$ cat src/design/dhkt_pkg.sv
// Shared types and constants of the double-hash key table.
package dhkt_pkg;

    localparam int HASH_W   = 18;
    localparam int PROD_W   = 24;
    localparam int DIGIT_W  = 3;
    localparam int STEP_CNT = PROD_W / DIGIT_W;
    localparam int STEP_W   = $clog2(STEP_CNT);
    localparam int LEN_W    = 6;
    localparam int COUNT_W  = 16;
    localparam int COLL_W   = 32;
    localparam int STATUS_W = 2;

    localparam logic [HASH_W-1:0] SEED_START = 18'd181243;
    localparam logic [HASH_W-1:0] SEED_STEP  = 18'd4273;
    localparam logic [PROD_W-1:0] HASH_MUL   = 24'd47;
    localparam logic [COUNT_W-1:0] COUNT_MAX = 16'hFFFF;

    typedef enum logic [STATUS_W-1:0] {
        ST_OK        = 2'd0,
        ST_NOT_FOUND = 2'd1,
        ST_FULL      = 2'd2,
        ST_TOO_LONG  = 2'd3
    } status_t;

    typedef enum logic [6:0] {
        S_CLEAR = 7'b0000001,
        S_IDLE  = 7'b0000010,
        S_HASH  = 7'b0000100,
        S_WAIT  = 7'b0001000,
        S_CMP   = 7'b0010000,
        S_FILL  = 7'b0100000,
        S_DONE  = 7'b1000000
    } state_t;

endpackage

$ cat src/design/dhkt_hash_unit.sv
// One hash step h = ((h ^ c) * 47) mod TABLE_SIZE, reduced three bits per cycle.
module dhkt_hash_unit #(
    parameter int TABLE_SIZE = 16381
) (
    input  logic                            clk,
    input  logic                            rst_n,
    input  logic                            start,
    input  logic [dhkt_pkg::HASH_W-1:0]     h_in,
    input  logic [7:0]                      c,
    output logic                            done,
    output logic [$clog2(TABLE_SIZE)-1:0]   h_out
);
    import dhkt_pkg::*;

    localparam int R_W = $clog2(TABLE_SIZE);
    localparam int W_W = R_W + DIGIT_W;

    logic [PROD_W-1:0] prod_reg, prod_next;
    logic [R_W-1:0]    r_reg, r_next;
    logic [STEP_W-1:0] cnt_reg, cnt_next;
    logic              busy_reg, busy_next;
    logic              done_reg, done_next;
    logic [W_W-1:0]    wide;
    logic [W_W-1:0]    sub;

    // The remainder shifted by one digit stays below eight times the modulus,
    // so picking the largest multiple that fits finishes the digit.
    always_comb
    begin
        wide = {r_reg, prod_reg[PROD_W-1 -: DIGIT_W]};
        sub  = '0;
        for (int k = 1; k < (1 << DIGIT_W); k++)
        begin
            if (wide >= W_W'(k * TABLE_SIZE))
            begin
                sub = W_W'(k * TABLE_SIZE);
            end
        end
    end

    always_comb
    begin
        prod_next = prod_reg;
        r_next    = r_reg;
        cnt_next  = cnt_reg;
        busy_next = busy_reg;
        done_next = 1'b0;
        if (start)
        begin
            prod_next = PROD_W'(h_in ^ HASH_W'(c)) * HASH_MUL;
            r_next    = '0;
            cnt_next  = '0;
            busy_next = 1'b1;
        end
        else if (busy_reg)
        begin
            prod_next = prod_reg << DIGIT_W;
            r_next    = R_W'(wide - sub);
            cnt_next  = cnt_reg + 1'b1;
            if (cnt_reg == STEP_W'(STEP_CNT - 1))
            begin
                busy_next = 1'b0;
                done_next = 1'b1;
            end
        end
    end

    always_ff @(posedge clk or negedge rst_n)
    begin
        if (!rst_n)
        begin
            prod_reg <= '0;
            r_reg    <= '0;
            cnt_reg  <= '0;
            busy_reg <= 1'b0;
            done_reg <= 1'b0;
        end
        else
        begin
            prod_reg <= prod_next;
            r_reg    <= r_next;
            cnt_reg  <= cnt_next;
            busy_reg <= busy_next;
            done_reg <= done_next;
        end
    end

    assign done  = done_reg;
    assign h_out = r_reg;

endmodule

$ cat config.mk
export PLATFORM = sky130hd
export DESIGN_NAME = dhkt_hash_unit
export DESIGN_NICKNAME = d
export VERILOG_FILES = /design/src/design/dhkt_pkg.sv /design/src/design/dhkt_hash_unit.sv
export SDC_FILE = /design/constraint.sdc
export NUM_CORES = 1
export LEC_CHECK = 0
export BUFFER_PORTS_ARGS = -buffer_cell sky130_fd_sc_hd__buf_4
export CAP_MARGIN = 20
export CORE_UTILIZATION = 50
export CTS_CLUSTER_DIAMETER = 40
export CTS_CLUSTER_SIZE = 12
export DETAILED_ROUTE_END_ITERATION = 6
export PLACE_DENSITY = 0.69
export SYNTH_ARGS = -nofsm -noshare
export SYNTH_HDL_FRONTEND = slang
export SYNTH_SLANG_ARGS = --single-unit
$ cat constraint.sdc
create_clock -name clk -period 9.7 [get_ports clk]
set_input_delay 1.94 -clock clk [delete_from_list [all_inputs] [get_ports clk]]
set_output_delay 1.94 -clock clk [all_outputs]
set_load 0.05 [all_outputs]
; ---- Word level (Yosys, flattened, before mapping)
; Index checks and enable logic that the tools add are counted.
[op_classes]
eq_ne = 1
bitwise_logic = 1
reduce_logical = 1
addsub = 2
n_mux = 19
n_mul = 1
magnitude_cmp = 7
[op_table]
columns = op, n
row1 = 2-to-1 mux 14 bit, 9
row2 = >= comparator 17 bit (second input constant), 3
row3 = 2-to-1 mux 24 bit, 2
row4 = >= comparator 17 x 16 -> 1 bit (second input constant), 2
row5 = multiplier 18 x 6 -> 24 bit (second input constant), 1
row6 = XOR 18 x 8 -> 18 bit, 1
row7 = >= comparator 17 x 14 -> 1 bit (second input constant), 1
row8 = >= comparator 17 x 15 -> 1 bit (second input constant), 1
row9 = subtractor 14 bit, 1
row10 = 2-to-1 mux 1 bit, 6
row11 = 2-to-1 mux 3 bit, 2
row12 = adder 3 x 1 -> 3 bit (second input constant), 1
row13 = equality test 3 bit (second input constant), 1
row14 = nonzero test 2 bit, 1
[word_totals]
out_inout_bits = 15
register_bits = 43

; ---- Longest topological paths before layout
[depth]
ltp_word = 11
ltp_mapped = 15
ltp_nobuf = 15

; ---- Worst setup path after synthesis
; No wires, ideal clock.
[synth_path]
kind = input to register
start = in c[2]
end = reg prod_reg[19]
arrival_ns = 5.634
stages = 15
setup_ns = 0.099
required_ns = 9.601
n_path_buf = 0
setup_slack_ns = 3.966
path_cell_list = xor2_1 -> inv_1 -> fa_1 -> inv_1 -> ha_1 -> inv_1 -> fa_1 -> inv_1 -> fa_1 -> a211oi_2 -> o21ai_1 -> and3_1 -> o41a_1 -> a21bo_1 -> a311oi_1
[synth_between]
elab_chain_len = 3
[synth_lines]
columns = item, line
row1 = "start, declared", dhkt_hash_unit.sv:9  ; input logic [7:0] c,
row2 = XOR 18 x 8 -> 18 bit, dhkt_hash_unit.sv:50  ; prod_next = PROD_W'(h_in ^ HASH_W'(c)) * HASH_MUL;
row3 = multiplier 18 x 6 -> 24 bit, dhkt_hash_unit.sv:50
row4 = 2-to-1 mux 24 bit, dhkt_hash_unit.sv:48  ; if (start)
row5 = "end signal, assigned", dhkt_hash_unit.sv:80  ; prod_reg <= prod_next;
row6 = "end, declared", dhkt_hash_unit.sv:18  ; logic [PROD_W-1:0] prod_reg, prod_next;
; Every way passes these cells.
; A chain may end at the register's enable or synchronous reset.

; ---- Worst setup path in the final report
[layout_path]
start = in c[2]
end = reg prod_reg[20]
; Same word-level chain as after synthesis.

==> flow_summary.json <==
{
  "status": "finished clean",
  "power_frac_seq_pct": 17.0,
  "hp-class": "reg2reg",
  "netlist.area_leader.share_pct": 20.28,
  "worstPathArrival_ns": 6.11,
  "cp_slowest_cell": "a2111oi_0",
  "grt_max_degree": 63,
  "p_comb_share_pct": 75.7,
  "cap_violations": 0,
  "yosys.area.top_type": "dfrtp_1",
  "highest_layer": "met4",
  "clk_latency_ns": 0.30,
  "final_layout_size_suffix_gt1_share_pct": 11.39,
  "gr-total-overflow": 0,
  "die_h_um": 105.0,
  "critical_path.top_delay_family": "compound AO/OA/AOI/OAI gates",
  "hold_violations": 0,
  "ir_drop_v": 0.0001491,
  "yosys-mux-area-fraction_pct": 4.268,
  "synth_ff_type": "dfrtp_1",
  "ant_nets": 0,
  "vias": 4137,
  "wl_per_cell_um": 14.47,
  "areaGrowthSynthToFinish_pct": 9.903,
  "layout_common_cells": "inv_1 (79), ha_1 (63), fa_1 (48), buf_4 (44), dfrtp_1 (42)",
  "syn_avg_cell_area_um2": 9.293,
  "syn_area_um2": 5306,
  "globalplace.congestion": 0.8392,
  "p_per_area_nw_per_um2": 337.6,
  "wl_met3_um": 266,
  "met1_length_mm": 5.175,
  "grt_pass1_vias": 4213,
  "die_w_um": 105.0,
  "r2r-start": "prod_reg[22]",
  "drtIter0Drc": 204,
  "power.internal_uw": 976.2,
  "port_buffers": 43,
  "cts_buffer_depth": 2,
  "dp_hpwl_mm": 8.461,
  "cts_tree": "built",
  "tightest_slew_ns": 0.8208,
  "swShare_pct": 50.42,
  "period_share_pct": 61.36,
  "startpoint_type": "input pin",
  "slew_violations": 0,
  "reg2reg_slack_ns": 5.94,
  "synth_top_family_by_area": "adder cells",
  "ys_warn_count": 0,
  "ys_seq_area_share_pct": 20.28,
  "final.min_clock_period_ns": 5.952,
  "end_kind": "flop",
  "n_antenna_cell": 0,
  "slew_headroom_pct": 45.28,
  "synthAdderAreaFrac_pct": 32.96,
  "fin_nets": 745,
  "numCtsBuffers": 5,
  "synthSimpleGateAreaFrac_pct": 11.27,
  "cts_setup_buffers": 0,
  "largest_reg_flops": 24,
  "finClkSkew_ns": 0.008729,
  "power.total_mw": 1.969,
  "ios": 44,
  "startpoint": "c[2]",
  "synth-seq-cells": 43,
  "track_usage_pct": 21.14,
  "path_buf_inv": 5,
  "coreArea_um2": 10320,
  "drt_wl_total_mm": 10.74,
  "path_cells": "buf_4 -> xor2_1 -> inv_1 -> fa_1 -> inv_1 -> ha_1 -> inv_1 -> fa_1 -> inv_1 -> ha_1 -> a211oi_1 -> o21ai_1 -> a31oi_2 -> a211oi_2 -> a2111oi_0 -> a221oi_1",
  "yosys-top-cells-area": "dfrtp_1 (20%), fa_1 (18%), ha_1 (15%)",
  "wl_met2_mm": 5.208,
  "clkPwrFrac_pct": 7.3,
  "clk_pin_slew_ns": 0.09,
  "postCtsHoldBufs": 0,
  "rsz0062_at_grt": "false",
  "avgViaCountPerCell": 5.575,
  "synth-edff-count": 0,
  "antenna_found_initial": 0,
  "fmax_ghz": 0.1680,
  "cts_sinks": 43,
  "clock-root-buffer": "clkbuf_8",
  "crit_type": "in2reg",
  "yosysUniqueCellTypes": 67,
  "grt_pass1_wl_mm": 19.15,
  "cpMostUsedCell": "inv_1",
  "power.net_switching_uw": 992.6,
  "fillCellCount": 950,
  "synth_compound_area_share_pct": 19.64,
  "start_util_pct": 51.40,
  "setup_viol": 0,
  "p_leak_nw": 2.950,
  "finalSetupTns_ns": 0,
  "netlist_instances": 571,
  "async_flop_share_pct": 100.0,
  "firstDrtPassIters": 4,
  "crit_required_ns": 9.86,
  "final_common_cell": "inv_1",
  "slowest_delay_ns": 0.55,
  "die_area_um2": 11030,
  "path_max_fanout": 6,
  "synth_xor_area_share_pct": 4.126,
  "post_cts_resized": 0,
  "h-tree-depth": 2,
  "syn_nets": 711,
  "rows": 37,
  "hold_start": "prod_reg[2]",
  "remaining_drc_errors": 0
}
routing by layer:
metal	global-route usage [%]	up-vias
met2	36.66	64
met4	4.326	0
met3	1.934	9
met1	28.80	2006
met5	0	-
li1	-	2058
cell families (layout without fill, tap and decap cells):
kind of cell | Yosys count | in the layout
simple gates | 122 | 122
buf+inv | 98 | 133
flops | 43 | 43
xor+xnor | 25 | 25
mux | 22 | 22
compound gates | 150 | 150
fa+ha+maj | 111 | 111
through the flow:
stage | hold WS [ns] | utilization (%) | std cells | setup WS (ns) | cell area [µm²]
CTS | 0.5371 | 56.49 | 742 | 3.844 | 5832
finish | 0.5339 | 56.49 | 742 | 3.748 | 5832
global route | 0.5760 | 56.49 | 742 | 3.454 | 5832
floorplan | 0.4906 | - | 571 | 3.966 | 5306
detailed placement | 0.5220 | 55.38 | 734 | 3.530 | 5717
global placement | 0.5084 | 55.38 | 734 | 3.618 | 5717
final timing paths:
| path | endpoint | cells after the start |
|---|---|---|
| max | prod_reg[20] | 16 |
| min | prod_reg[2] | 2 |
| max reg2reg | h_out[8] | 13 |
| min reg2reg | prod_reg[2] | 2 |
| max in group asynchronous | busy_reg | 1 |
| min in group asynchronous | cnt_reg[1] | 1 |
synthesized netlist by cell type, types with 8 or more instances:
library cell / instances
a211oi_1: 13
ha_1: 63
dfrtp_1: 43
nor2b_1: 12
fa_1: 48
o21ai_1: 25
and3_1: 8
xor2_1: 11
inv_1: 79
a21oi_1: 38
mux2i_1: 17
o21ai_0: 11
xnor2_1: 14
nor2_1: 30
clkbuf_1: 9
nand2_1: 36
a21o_1: 11
worst register-to-register path: cells and delay by family, from the launching register on:
family | cells | cell delay (ns)
muxes | 1 | 0.10
AOI/OAI and AO/OA | 9 | 2.53
DFF | 1 | 0.54
adders and majority gates | 2 | 0.43
buffers and inverters | 1 | 0.07
final cells by class:
| type | count | area (µm²) | area share (%) |
|---|---|---|---|
| Multi-Input combinational cell | 430 | 3835 | 65.76 |
| Clock buffer | 5 | 68.82 | 1.180 |
| Timing Repair Buffer | 44 | 330.3 | 5.664 |
| Sequential cell | 43 | 1077 | 18.47 |
| Inverter | 81 | 304.0 | 5.213 |
| Tap cell | 136 | 170.2 | 2.918 |
| Clock inverter | 3 | 46.29 | 0.7938 |
power groups by stage:
| stage | Clock, mW | Combinational (mW) | Sequential, mW |
|---|---|---|---|
| global route | 0.156 | 1.68 | 0.345 |
| detailed placement | 0 | 1.48 | 0.336 |
| CTS | 0.148 | 1.49 | 0.333 |
| floorplan | 0 | 1.13 | 0.382 |
| global placement | 0 | 1.45 | 0.332 |
| finish | 0.145 | 1.49 | 0.334 |
(Power assumes the default switching activity.)
